$ cat config.mk
export PLATFORM = sky130hd
export DESIGN_NAME = matrix_add_sub_mul_engine_flat
export DESIGN_NICKNAME = d
export VERILOG_FILES = /design/src/hdl/masm_pkg.sv /design/src/hdl/masm_if.sv /design/src/hdl/masm_ram.sv /design/src/hdl/masm_mac.sv /design/src/hdl/matrix_add_sub_mul_engine.sv /design/src/flat_wrapper.sv
export VERILOG_INCLUDE_DIRS = /design/src /design/src/hdl
export SDC_FILE = /design/constraint.sdc
export NUM_CORES = 2
export LEC_CHECK = 0
export ABC_AREA = 1
export BUFFER_PORTS_ARGS = -buffer_cell sky130_fd_sc_hd__buf_4
export CAP_MARGIN = 20
export CORE_ASPECT_RATIO = 0.8
export CORE_MARGIN = 3
export CORE_UTILIZATION = 70
export CTS_BUF_LIST = sky130_fd_sc_hd__clkbuf_8
export CTS_CLUSTER_DIAMETER = 80
export DETAILED_ROUTE_END_ITERATION = 8
export PLACE_DENSITY_LB_ADDON = 0.1
export SETUP_SLACK_MARGIN = 0.5
export SLEW_MARGIN = 20
export SYNTH_ARGS = -nofsm -noshare
export SYNTH_HDL_FRONTEND = slang
export SYNTH_SLANG_ARGS = --single-unit
export TNS_END_PERCENT = 1
$ cat constraint.sdc
create_clock -name clk_i -period 14.5 [get_ports clk_i]
set_input_delay 0.725 -clock clk_i [delete_from_list [all_inputs] [get_ports clk_i]]
set_output_delay 0.725 -clock clk_i [all_outputs]
set_load 0.02 [all_outputs]
$ cat src/hdl/matrix_add_sub_mul_engine_defines.svh
// Assertion macros shared by the matrix engine RTL.
`ifndef MATRIX_ADD_SUB_MUL_ENGINE_DEFINES_SVH
`define MATRIX_ADD_SUB_MUL_ENGINE_DEFINES_SVH

`ifndef SYNTHESIS
// Checked only while out of reset.
`define MASM_ASSERT(name, clk, rst_n, prop) \
  name: assert property (@(posedge clk) disable iff (!rst_n) prop) \
    else $error("masm assertion failed");
// Checked at every edge, reset included.
`define MASM_ASSERT_ALWAYS(name, clk, prop) \
  name: assert property (@(posedge clk) prop) \
    else $error("masm assertion failed");
`else
`define MASM_ASSERT(name, clk, rst_n, prop)
`define MASM_ASSERT_ALWAYS(name, clk, prop)
`endif

`endif

$ cat src/hdl/masm_pkg.sv
// Shared types and constants of the matrix add/subtract/multiply engine.
package masm_pkg;

  localparam int DIM_W   = 4;   // dimension register width
  localparam int OP_W    = 2;
  localparam int CMD_W   = 2;
  localparam int IDX_W   = 3;   // row/column field width
  localparam int ELEM_W  = 16;  // element field width
  localparam int VALUE_W = 35;  // result field width
  localparam int APB_AW  = 5;
  localparam int APB_DW  = 32;

  typedef enum logic [CMD_W-1:0] {
    CMD_WR_A    = 2'd0,
    CMD_WR_B    = 2'd1,
    CMD_COMPUTE = 2'd2
  } cmd_e;

  typedef enum logic [OP_W-1:0] {
    OP_ADD = 2'd0,
    OP_SUB = 2'd1,
    OP_MUL = 2'd2
  } op_e;

  typedef enum logic [2:0] {
    REG_ROWS_A = 3'd0,
    REG_COLS_A = 3'd1,
    REG_ROWS_B = 3'd2,
    REG_COLS_B = 3'd3,
    REG_OP     = 3'd4
  } reg_e;

  // Sequencer controls for the shared arithmetic unit.
  typedef struct packed {
    logic            term_en;    // capture a*b or a+/-b
    logic            acc_en;     // fold the term into the accumulator
    logic            acc_first;  // first term of a result: restart the sum
    logic [OP_W-1:0] op;
  } mac_ctrl_t;

endpackage

$ cat src/hdl/masm_if.sv
// Valid/ready channel interfaces for element/compute beats and result beats.
interface masm_in_if;
  logic                            valid;
  logic                            ready;
  logic [masm_pkg::CMD_W-1:0]      command;
  logic [masm_pkg::IDX_W-1:0]      row_index;
  logic [masm_pkg::IDX_W-1:0]      col_index;
  logic signed [masm_pkg::ELEM_W-1:0] element;

  modport source (output valid, command, row_index, col_index, element, input ready);
  modport sink   (input valid, command, row_index, col_index, element, output ready);
endinterface

interface masm_out_if;
  logic                                valid;
  logic                                ready;
  logic [masm_pkg::IDX_W-1:0]          out_row;
  logic [masm_pkg::IDX_W-1:0]          out_col;
  logic signed [masm_pkg::VALUE_W-1:0] out_value;
  logic                                shape_error;
  logic                                last;

  modport source (output valid, out_row, out_col, out_value, shape_error, last,
                  input ready);
  modport sink   (input valid, out_row, out_col, out_value, shape_error, last,
                  output ready);
endinterface

$ cat src/hdl/masm_ram.sv
// Generic single-write, single-read RAM with registered read data.
module masm_ram #(
  parameter int WIDTH = 16,
  parameter int DEPTH = 64,
  localparam int AddrW = (DEPTH > 1) ? $clog2(DEPTH) : 1
) (
  input  logic             clk_i,
  input  logic             wr_en_i,
  input  logic [AddrW-1:0] wr_addr_i,
  input  logic [WIDTH-1:0] wr_data_i,
  input  logic [AddrW-1:0] rd_addr_i,
  output logic [WIDTH-1:0] rd_data_o
);

  logic [WIDTH-1:0] mem_q [DEPTH];
  logic [WIDTH-1:0] rd_data_q;

  always_ff @(posedge clk_i) begin
    if (wr_en_i) begin
      mem_q[wr_addr_i] <= wr_data_i;
    end
    rd_data_q <= mem_q[rd_addr_i];
  end

  assign rd_data_o = rd_data_q;

endmodule

$ cat src/hdl/masm_mac.sv
// Shared arithmetic unit: one multiply or add/subtract term, then accumulate.
module masm_mac #(
  parameter int ELEMENT_WIDTH = 16
) (
  input  logic                                clk_i,
  input  masm_pkg::mac_ctrl_t                 ctrl_i,
  input  logic signed [ELEMENT_WIDTH-1:0]     a_i,
  input  logic signed [ELEMENT_WIDTH-1:0]     b_i,
  output logic signed [masm_pkg::VALUE_W-1:0] acc_o
);

  localparam int VW = masm_pkg::VALUE_W;
  localparam int WW = 2 * ELEMENT_WIDTH + 1;

  logic signed [2*ELEMENT_WIDTH-1:0] prod;
  logic signed [WW-1:0]              ea, eb, full;
  logic signed [VW-1:0]              term_q, acc_q;

  assign prod = a_i * b_i;
  assign ea   = WW'(a_i);
  assign eb   = WW'(b_i);

  always_comb begin
    case (ctrl_i.op)
      masm_pkg::OP_MUL: full = WW'(prod);
      masm_pkg::OP_SUB: full = ea - eb;
      default:          full = ea + eb;
    endcase
  end

  // Sums wrap at the result width.
  always_ff @(posedge clk_i) begin
    if (ctrl_i.term_en) begin
      term_q <= VW'(full);
    end
    if (ctrl_i.acc_en) begin
      acc_q <= (ctrl_i.acc_first ? VW'(0) : acc_q) + term_q;
    end
  end

  assign acc_o = acc_q;

endmodule

$ cat src/hdl/matrix_add_sub_mul_engine.sv
// Flow: a write beat is stored when taken; a compute beat forms each result with the single
//   shared MAC unit (RAM read, term register, accumulate) once per term, K = cols_a terms
//   for multiply and 1 for add/subtract, then S_EMIT waits for a free output register;
//   no new beat is taken until the last result is emitted; a shape error yields one result.
// Reset: async active low; registers return to 1x1 add, element stores are not cleared
//   and an element must be written before it is used.
`include "matrix_add_sub_mul_engine_defines.svh"

module matrix_add_sub_mul_engine #(
  parameter int MAX_DIM       = 8,
  parameter int ELEMENT_WIDTH = 16
) (
  input  logic                          clk_i,
  input  logic                          rst_ni,
  masm_in_if.sink                       in_i,
  masm_out_if.source                    out_o,
  input  logic                          psel,
  input  logic                          penable,
  input  logic                          pwrite,
  input  logic [masm_pkg::APB_AW-1:0]   paddr,
  input  logic [masm_pkg::APB_DW-1:0]   pwdata,
  output logic [masm_pkg::APB_DW-1:0]   prdata,
  output logic                          pready
);

  localparam int DEPTH = MAX_DIM * MAX_DIM;
  localparam int AW    = (DEPTH > 1) ? $clog2(DEPTH) : 1;
  localparam int IW    = (MAX_DIM > 1) ? $clog2(MAX_DIM) : 1;  // loop counter width
  localparam int DW    = masm_pkg::DIM_W;
  localparam int OW    = masm_pkg::OP_W;
  localparam int RW    = masm_pkg::IDX_W;
  localparam int VW    = masm_pkg::VALUE_W;
  localparam int EW    = masm_pkg::ELEM_W;

  typedef enum logic [2:0] {
    S_IDLE,
    S_READ,   // RAM address presented
    S_TERM,   // read data back: form the term
    S_ACC,    // fold the term into the sum
    S_EMIT    // hand the result to the output register
  } state_e;

  // ---------------------------------------------------------------------------
  // Configuration registers (APB, writes complete in the access phase)
  // ---------------------------------------------------------------------------
  logic [DW-1:0] rows_a_q, cols_a_q, rows_b_q, cols_b_q;
  logic [OW-1:0] operation_q;
  logic          cfg_wr;

  assign pready = 1'b1;
  assign cfg_wr = psel && penable && pwrite;

  always_ff @(posedge clk_i or negedge rst_ni) begin
    if (!rst_ni) begin
      rows_a_q    <= DW'(1);
      cols_a_q    <= DW'(1);
      rows_b_q    <= DW'(1);
      cols_b_q    <= DW'(1);
      operation_q <= masm_pkg::OP_ADD;
    end else if (cfg_wr) begin
      case (paddr[4:2])
        masm_pkg::REG_ROWS_A: rows_a_q    <= pwdata[DW-1:0];
        masm_pkg::REG_COLS_A: cols_a_q    <= pwdata[DW-1:0];
        masm_pkg::REG_ROWS_B: rows_b_q    <= pwdata[DW-1:0];
        masm_pkg::REG_COLS_B: cols_b_q    <= pwdata[DW-1:0];
        masm_pkg::REG_OP:     operation_q <= pwdata[OW-1:0];
        default: ;
      endcase
    end
  end

  always_comb begin
    case (paddr[4:2])
      masm_pkg::REG_ROWS_A: prdata = masm_pkg::APB_DW'(rows_a_q);
      masm_pkg::REG_COLS_A: prdata = masm_pkg::APB_DW'(cols_a_q);
      masm_pkg::REG_ROWS_B: prdata = masm_pkg::APB_DW'(rows_b_q);
      masm_pkg::REG_COLS_B: prdata = masm_pkg::APB_DW'(cols_b_q);
      masm_pkg::REG_OP:     prdata = masm_pkg::APB_DW'(operation_q);
      default:              prdata = '0;
    endcase
  end

  // ---------------------------------------------------------------------------
  // Input beat decode
  // ---------------------------------------------------------------------------
  state_e state_q;
  logic   in_fire, in_range, wr_a_en, wr_b_en, is_compute, shape_ok;
  logic   dims_ok, is_mul;
  logic [AW-1:0] wr_addr;
  logic [ELEMENT_WIDTH-1:0] elem_w;

  assign in_i.ready = (state_q == S_IDLE);
  assign in_fire    = in_i.valid && in_i.ready;
  assign in_range   = (int'(in_i.row_index) < MAX_DIM) && (int'(in_i.col_index) < MAX_DIM);
  assign wr_a_en    = in_fire && in_range && (in_i.command == masm_pkg::CMD_WR_A);
  assign wr_b_en    = in_fire && in_range && (in_i.command == masm_pkg::CMD_WR_B);
  assign is_compute = (in_i.command == masm_pkg::CMD_COMPUTE);
  assign wr_addr    = AW'(int'(in_i.row_index) * MAX_DIM + int'(in_i.col_index));

  // Low ELEMENT_WIDTH bits of the field; a wider store zero-fills above the field.
  if (ELEMENT_WIDTH <= EW) begin : g_elem_narrow
    assign elem_w = in_i.element[ELEMENT_WIDTH-1:0];
  end else begin : g_elem_wide
    assign elem_w = ELEMENT_WIDTH'(unsigned'(in_i.element));
  end

  // Shape check: every dimension in 1..MAX_DIM, then the per-op rule.
  assign dims_ok = (rows_a_q != '0) && (int'(rows_a_q) <= MAX_DIM) &&
                   (cols_a_q != '0) && (int'(cols_a_q) <= MAX_DIM) &&
                   (rows_b_q != '0) && (int'(rows_b_q) <= MAX_DIM) &&
                   (cols_b_q != '0) && (int'(cols_b_q) <= MAX_DIM);
  assign is_mul  = (operation_q == masm_pkg::OP_MUL);

  always_comb begin
    case (operation_q)
      masm_pkg::OP_ADD,
      masm_pkg::OP_SUB: shape_ok = dims_ok && (rows_a_q == rows_b_q) &&
                                   (cols_a_q == cols_b_q);
      masm_pkg::OP_MUL: shape_ok = dims_ok && (cols_a_q == rows_b_q);
      default:          shape_ok = 1'b0;
    endcase
  end

  // ---------------------------------------------------------------------------
  // Element stores and the shared MAC
  // ---------------------------------------------------------------------------
  logic [IW-1:0] r_q, c_q, m_q;
  logic [DW-1:0] nr_q, nc_q, nk_q;
  logic [OW-1:0] op_q;
  logic          err_q;
  logic [IW-1:0] a_col, b_row;
  logic [AW-1:0] a_addr, b_addr;
  logic signed [ELEMENT_WIDTH-1:0] a_rd, b_rd;
  logic signed [VW-1:0] acc;
  masm_pkg::mac_ctrl_t mac_ctrl;

  // Multiply walks A along a row and B down a column; add/sub reads both at (r, c).
  assign a_col  = (op_q == masm_pkg::OP_MUL) ? m_q : c_q;
  assign b_row  = (op_q == masm_pkg::OP_MUL) ? m_q : r_q;
  assign a_addr = AW'(int'(r_q) * MAX_DIM + int'(a_col));
  assign b_addr = AW'(int'(b_row) * MAX_DIM + int'(c_q));

  masm_ram #(.WIDTH(ELEMENT_WIDTH), .DEPTH(DEPTH)) u_ram_a (
    .clk_i     (clk_i),
    .wr_en_i   (wr_a_en),
    .wr_addr_i (wr_addr),
    .wr_data_i (elem_w),
    .rd_addr_i (a_addr),
    .rd_data_o (a_rd)
  );

  masm_ram #(.WIDTH(ELEMENT_WIDTH), .DEPTH(DEPTH)) u_ram_b (
    .clk_i     (clk_i),
    .wr_en_i   (wr_b_en),
    .wr_addr_i (wr_addr),
    .wr_data_i (elem_w),
    .rd_addr_i (b_addr),
    .rd_data_o (b_rd)
  );

  assign mac_ctrl.term_en   = (state_q == S_TERM);
  assign mac_ctrl.acc_en    = (state_q == S_ACC);
  assign mac_ctrl.acc_first = (m_q == '0);
  assign mac_ctrl.op        = op_q;

  masm_mac #(.ELEMENT_WIDTH(ELEMENT_WIDTH)) u_mac (
    .clk_i  (clk_i),
    .ctrl_i (mac_ctrl),
    .a_i    (a_rd),
    .b_i    (b_rd),
    .acc_o  (acc)
  );

  // ---------------------------------------------------------------------------
  // Sequencer and output register
  // ---------------------------------------------------------------------------
  logic out_valid_q, out_err_q, out_last_q;
  logic [RW-1:0] out_row_q, out_col_q;
  logic signed [VW-1:0] out_value_q;
  logic m_last, c_last, r_last, out_free, emit_fire, emit_last;

  assign m_last    = (DW'(m_q) + DW'(1)) == nk_q;
  assign c_last    = (DW'(c_q) + DW'(1)) == nc_q;
  assign r_last    = (DW'(r_q) + DW'(1)) == nr_q;
  assign out_free  = !out_valid_q || out_o.ready;
  assign emit_fire = (state_q == S_EMIT) && out_free;
  assign emit_last = err_q || (c_last && r_last);

  always_ff @(posedge clk_i or negedge rst_ni) begin
    if (!rst_ni) begin
      state_q     <= S_IDLE;
      r_q         <= '0;
      c_q         <= '0;
      m_q         <= '0;
      nr_q        <= '0;
      nc_q        <= '0;
      nk_q        <= '0;
      op_q        <= masm_pkg::OP_ADD;
      err_q       <= 1'b0;
      out_valid_q <= 1'b0;
      out_row_q   <= '0;
      out_col_q   <= '0;
      out_value_q <= '0;
      out_err_q   <= 1'b0;
      out_last_q  <= 1'b0;
    end else begin
      // A beat taken with no new one loaded leaves the register empty.
      if (out_valid_q && out_o.ready && !emit_fire) begin
        out_valid_q <= 1'b0;
      end
      case (state_q)
        S_IDLE: begin
          if (in_fire && is_compute) begin
            r_q   <= '0;
            c_q   <= '0;
            m_q   <= '0;
            nr_q  <= rows_a_q;
            nc_q  <= is_mul ? cols_b_q : cols_a_q;
            nk_q  <= is_mul ? cols_a_q : DW'(1);
            op_q  <= operation_q;
            err_q <= !shape_ok;
            state_q <= shape_ok ? S_READ : S_EMIT;
          end
        end
        S_READ: state_q <= S_TERM;
        S_TERM: state_q <= S_ACC;
        S_ACC: begin
          if (m_last) begin
            state_q <= S_EMIT;
          end else begin
            m_q     <= m_q + IW'(1);
            state_q <= S_READ;
          end
        end
        S_EMIT: begin
          if (out_free) begin
            out_valid_q <= 1'b1;
            out_row_q   <= err_q ? RW'(0) : RW'(r_q);
            out_col_q   <= err_q ? RW'(0) : RW'(c_q);
            out_value_q <= err_q ? VW'(0) : acc;
            out_err_q   <= err_q;
            out_last_q  <= emit_last;
            m_q         <= '0;
            if (emit_last) begin
              state_q <= S_IDLE;
            end else begin
              if (c_last) begin
                c_q <= '0;
                r_q <= r_q + IW'(1);
              end else begin
                c_q <= c_q + IW'(1);
              end
              state_q <= S_READ;
            end
          end
        end
        default: state_q <= S_IDLE;
      endcase
    end
  end

  assign out_o.valid       = out_valid_q;
  assign out_o.out_row     = out_row_q;
  assign out_o.out_col     = out_col_q;
  assign out_o.out_value   = out_value_q;
  assign out_o.shape_error = out_err_q;
  assign out_o.last        = out_last_q;

  // ---------------------------------------------------------------------------
  // Assertions
  // ---------------------------------------------------------------------------
  `MASM_ASSERT(a_err_beat_is_last_and_zero, clk_i, rst_ni,
               (out_valid_q && out_err_q) |-> (out_last_q && out_value_q == '0))
  `MASM_ASSERT(a_store_write_only_idle, clk_i, rst_ni,
               (wr_a_en || wr_b_en) |-> (state_q == S_IDLE))
  `MASM_ASSERT(a_last_beat_returns_idle, clk_i, rst_ni,
               (emit_fire && emit_last) |=> (state_q == S_IDLE))
  `MASM_ASSERT(a_acc_follows_term, clk_i, rst_ni,
               (state_q == S_ACC) |-> ($past(state_q) == S_TERM))
  `MASM_ASSERT_ALWAYS(a_no_beat_in_reset, clk_i, !rst_ni |-> !out_valid_q)

endmodule

$ cat src/flat_wrapper.sv
// flat-port wrapper written by rule: the top's interface ports become plain ports
module matrix_add_sub_mul_engine_flat 
#(
  parameter int MAX_DIM       = 8,
  parameter int ELEMENT_WIDTH = 16
)
  (clk_i, rst_ni, psel, penable, pwrite, paddr, pwdata, prdata, pready, in_i_valid, in_i_command, in_i_row_index, in_i_col_index, in_i_element, in_i_ready, out_o_valid, out_o_out_row, out_o_out_col, out_o_out_value, out_o_shape_error, out_o_last, out_o_ready);
  masm_in_if in_i_i ();
  masm_out_if out_o_i ();
  input  logic clk_i;
  input  logic rst_ni;
  input  logic psel;
  input  logic penable;
  input  logic pwrite;
  input  logic [masm_pkg::APB_AW-1:0] paddr;
  input  logic [masm_pkg::APB_DW-1:0] pwdata;
  output logic [masm_pkg::APB_DW-1:0] prdata;
  output logic pready;
  input wire logic [$bits(in_i_i.valid)-1:0] in_i_valid;
  input wire logic [$bits(in_i_i.command)-1:0] in_i_command;
  input wire logic [$bits(in_i_i.row_index)-1:0] in_i_row_index;
  input wire logic [$bits(in_i_i.col_index)-1:0] in_i_col_index;
  input wire logic [$bits(in_i_i.element)-1:0] in_i_element;
  output wire logic [$bits(in_i_i.ready)-1:0] in_i_ready;
  output wire logic [$bits(out_o_i.valid)-1:0] out_o_valid;
  output wire logic [$bits(out_o_i.out_row)-1:0] out_o_out_row;
  output wire logic [$bits(out_o_i.out_col)-1:0] out_o_out_col;
  output wire logic [$bits(out_o_i.out_value)-1:0] out_o_out_value;
  output wire logic [$bits(out_o_i.shape_error)-1:0] out_o_shape_error;
  output wire logic [$bits(out_o_i.last)-1:0] out_o_last;
  input wire logic [$bits(out_o_i.ready)-1:0] out_o_ready;
  assign in_i_i.valid = in_i_valid;
  assign in_i_i.command = in_i_command;
  assign in_i_i.row_index = in_i_row_index;
  assign in_i_i.col_index = in_i_col_index;
  assign in_i_i.element = in_i_element;
  assign in_i_ready = in_i_i.ready;
  assign out_o_valid = out_o_i.valid;
  assign out_o_out_row = out_o_i.out_row;
  assign out_o_out_col = out_o_i.out_col;
  assign out_o_out_value = out_o_i.out_value;
  assign out_o_shape_error = out_o_i.shape_error;
  assign out_o_last = out_o_i.last;
  assign out_o_i.ready = out_o_ready;
  matrix_add_sub_mul_engine #(.MAX_DIM(MAX_DIM), .ELEMENT_WIDTH(ELEMENT_WIDTH)) u_core (.clk_i(clk_i), .rst_ni(rst_ni), .in_i(in_i_i), .out_o(out_o_i), .psel(psel), .penable(penable), .pwrite(pwrite), .paddr(paddr), .pwdata(pwdata), .prdata(prdata), .pready(pready));
endmodule
==> flow_summary.json <==
{
  "yosysMostFrequentCell": "nand2_1",
  "fin_crit_sh_pct": 48.3,
  "tightestPinTransition_ns": 1.34,
  "dr.pass1.iters": 7,
  "synthMuxAreaShare_pct": 0,
  "htree_levels": 5,
  "status": "complete, no violations",
  "grt_max_degree": 220,
  "io_pins": 146,
  "setup_viol": 0,
  "route.detailed.drc": 0,
  "crit_type": "reg2reg",
  "max_cap_viol_count": 0,
  "hold_path_class": "in2reg",
  "crit_arrival_ns": 7.73,
  "overflow": 0,
  "synth_area_leader_cell": "edfxtp_1",
  "synth_xor_area_share_pct": 0.373,
  "cp_max_fo": 19,
  "clk_latency_ns": 1.02,
  "first_global_vias": 75000,
  "synth-edff-count": 2115,
  "synth_top_family_by_area": "simple AND/OR/NAND/NOR gates",
  "place_hpwl_um": 178000,
  "cpPeakStageDelay_ns": 0.97,
  "max_freq_mhz": 143,
  "cts_buffers": 346,
  "cts_sinks": 2236,
  "cts_max_path_buffers": 4,
  "critPathBufInv": 4,
  "yosys.cell_types.count": 51,
  "maxSlewHeadroom_pct": 10.8,
  "drt_wl_total_um": 298000,
  "start_util_pct": 70.7,
  "syn_to_final_growth_pct": 7.53,
  "cts.clk_slew.worst_paths_ns": 0.06,
  "portBuffers": 86,
  "yosys_warnings": 0,
  "cp_top_family": "adder cells",
  "avgSynthCellArea_um2": 10.5,
  "cts_resized": 0,
  "synth_compound_area_share_pct": 5.27,
  "grt_use_total_pct": 37.6,
  "ant_nets": 0,
  "end_kind": "register",
  "synth_seq_cells": 2236,
  "fin_skew_ns": 0.0703,
  "syn_area_um2": 108000,
  "cts_setup_buffers": 0,
  "die_w_um": 445,
  "synthSimpleGateAreaFrac_pct": 19.7,
  "dieHeight_um": 357,
  "place_congestion": 0.943,
  "final_nets": 10900,
  "layout-drive-gt1-share_pct": 7.24,
  "num_rows": 128,
  "fillers": 10000,
  "vias": 78200,
  "cts_tree": "done",
  "drt_iter0_drc": 11600,
  "path_common_cell": "fa_1",
  "grt_pass1_wl_um": 449000,
  "wl_per_cell_um": 23.6,
  "dieArea_um2": 159000,
  "startpoint_type": "register",
  "hold_violations": 0,
  "required_ns": 15.23,
  "hold_buffers": 3,
  "ys_top_cells_by_area": "edfxtp_1 (59%), nand2_1 (8.3%), nand3_1 (6.4%)",
  "worstPathCellList": "nand2_1 -> inv_1 -> fa_1 -> fa_1 -> fa_1 -> fa_1 -> inv_1 -> fa_1 -> fa_1 -> inv_1 -> ha_1 -> inv_1 -> nor3_1 -> nand2_1 -> nor2_1 -> nand2_1 -> nand3_1 -> nand3_1 -> nand3_1 -> nand2_1",
  "synth_common_cells": "nand2_1 (2390), edfxtp_1 (2115), nand3_1 (1373), inv_1 (1048), nor2_1 (752)",
  "synth_top_area_share_pct": 58.9,
  "cts-root-buf": "clkbuf_8",
  "cp_slowest_cell": "fa_1",
  "synth.yosys.seq_area_share_pct": 61.5,
  "vias_per_cell": 6.19,
  "core-area_um2": 153000,
  "ys.flop_type": "edfxtp_1",
  "synthCells": 10300,
  "synthAdderAreaFrac_pct": 6.71,
  "rsz0062_at_grt": "no",
  "postSynth.asyncResetShare_pct": 3.98,
  "grt_antenna_before_repair": 10,
  "period_minus_slack_ns": 7.00,
  "final_max_slew_viol_count": 0,
  "setup_tns_ns": 0
}
[kinds of logic (layout without fill, tap and decap cells)]
kind of cell,count (synthesis),count (layout)
other cells,2,34
fa+ha+maj,420,420
buf+inv,1682,1945
simple gates,4882,4882
compound gates,1054,1054
flops,2236,2236
xor+xnor,46,46
[cell type report]
type | count | area, um2 | share of cell area [%]
Clock buffer | 368 | 5060 | 4.36
Timing Repair Buffer | 303 | 2380 | 2.05
Clock inverter | 214 | 848 | 0.731
Antenna cell | 5 | 12.5 | 0.0108
Tap cell | 2015 | 2520 | 2.17
Multi-Input combinational cell | 6431 | 34800 | 30.0
Sequential cell | 2236 | 66400 | 57.2
Inverter | 1060 | 4000 | 3.45
[cell usage in the layout, fill, tap and decap left out, drive strengths merged, types with 155 or more instances in the layout]
master / Yosys / routed
a21oi: 170 / 170
buf: 404 / 300
clkbuf: 218 / 368
edfxtp: 2115 / 2115
fa: 265 / 265
ha: 155 / 155
inv: 1055 / 1176
nand2: 2406 / 2406
nand3: 1373 / 1373
nand3b: 250 / 250
nor2: 754 / 754
o21ai: 622 / 622
o22ai: 214 / 214
[tightest hold or removal path: stages]
cell and delay [ns]:
buf_4 0.07, inv_1 0.07, o21ai_0 0.16
[per-stage QoR]
stage	hold slack (ns)	utilization [%]	area, um2	instances	setup WS [ns]
5_1_grt	0.0473	76.0	116000	12600	7.20
3_5_place_dp	0.476	72.1	110000	12000	7.60
2_1_floorplan	0.429	-	108000	10300	8.79
6_report	0.0853	76.0	116000	12600	7.50
4_1_cts	0.00605	76.0	116000	12600	7.60
3_3_place_gp	0.471	72.1	110000	12000	7.67
[sequential cells by signal (all words and copies together) (netlist names), 4 cells and up]
| register | count |
|---|---|
| u_core.nc_q | 4 |
| u_core.u_ram_a.mem_q | 1024 |
| u_core.u_ram_b.mem_q | 1024 |
| u_core.u_mac.term_q | 32 |
| u_core.rows_b_q | 4 |
| u_core.cols_b_q | 4 |
| u_core.out_o.out_value | 35 |
| u_core.rows_a_q | 4 |
| u_core.u_ram_a.rd_data_o | 16 |
| u_core.u_mac.acc_o | 35 |
| u_core.nr_q | 4 |
| u_core.nk_q | 4 |
| u_core.u_ram_b.rd_data_o | 16 |
| u_core.cols_a_q | 4 |
[path summary, 6_finish.rpt]
path / start / to / slack, ns / cells past startpoint
min: pwdata[2] / u_core.rows_a_q[2] / 0.09 / 3
max reg2reg: u_core.u_ram_a.rd_data_o[15] / u_core.u_mac.term_q[31] / 7.50 / 20
max: u_core.u_ram_a.rd_data_o[15] / u_core.u_mac.term_q[31] / 7.50 / 20
min reg2reg: u_core.out_o.out_col[2] / u_core.out_o.out_col[2] / 0.48 / 2
min in group asynchronous: rst_ni / u_core.out_o.out_value[15] / 0.25 / 2
max in group asynchronous: rst_ni / u_core.c_q[2] / 13.11 / 3
[layer usage]
metal | track usage, % | wire, um | vias to the layer above
li1 | - | - | 35000
met4 | 16.8 | 13600 | 6
met5 | 0 | 31 | -
met1 | 53.1 | 112000 | 37400
met3 | 9.65 | 39400 | 679
met2 | 55.9 | 133000 | 5032
Power is not shown: default switching activity piles up to over one toggle a cycle in this logic, so the estimate is an artifact.
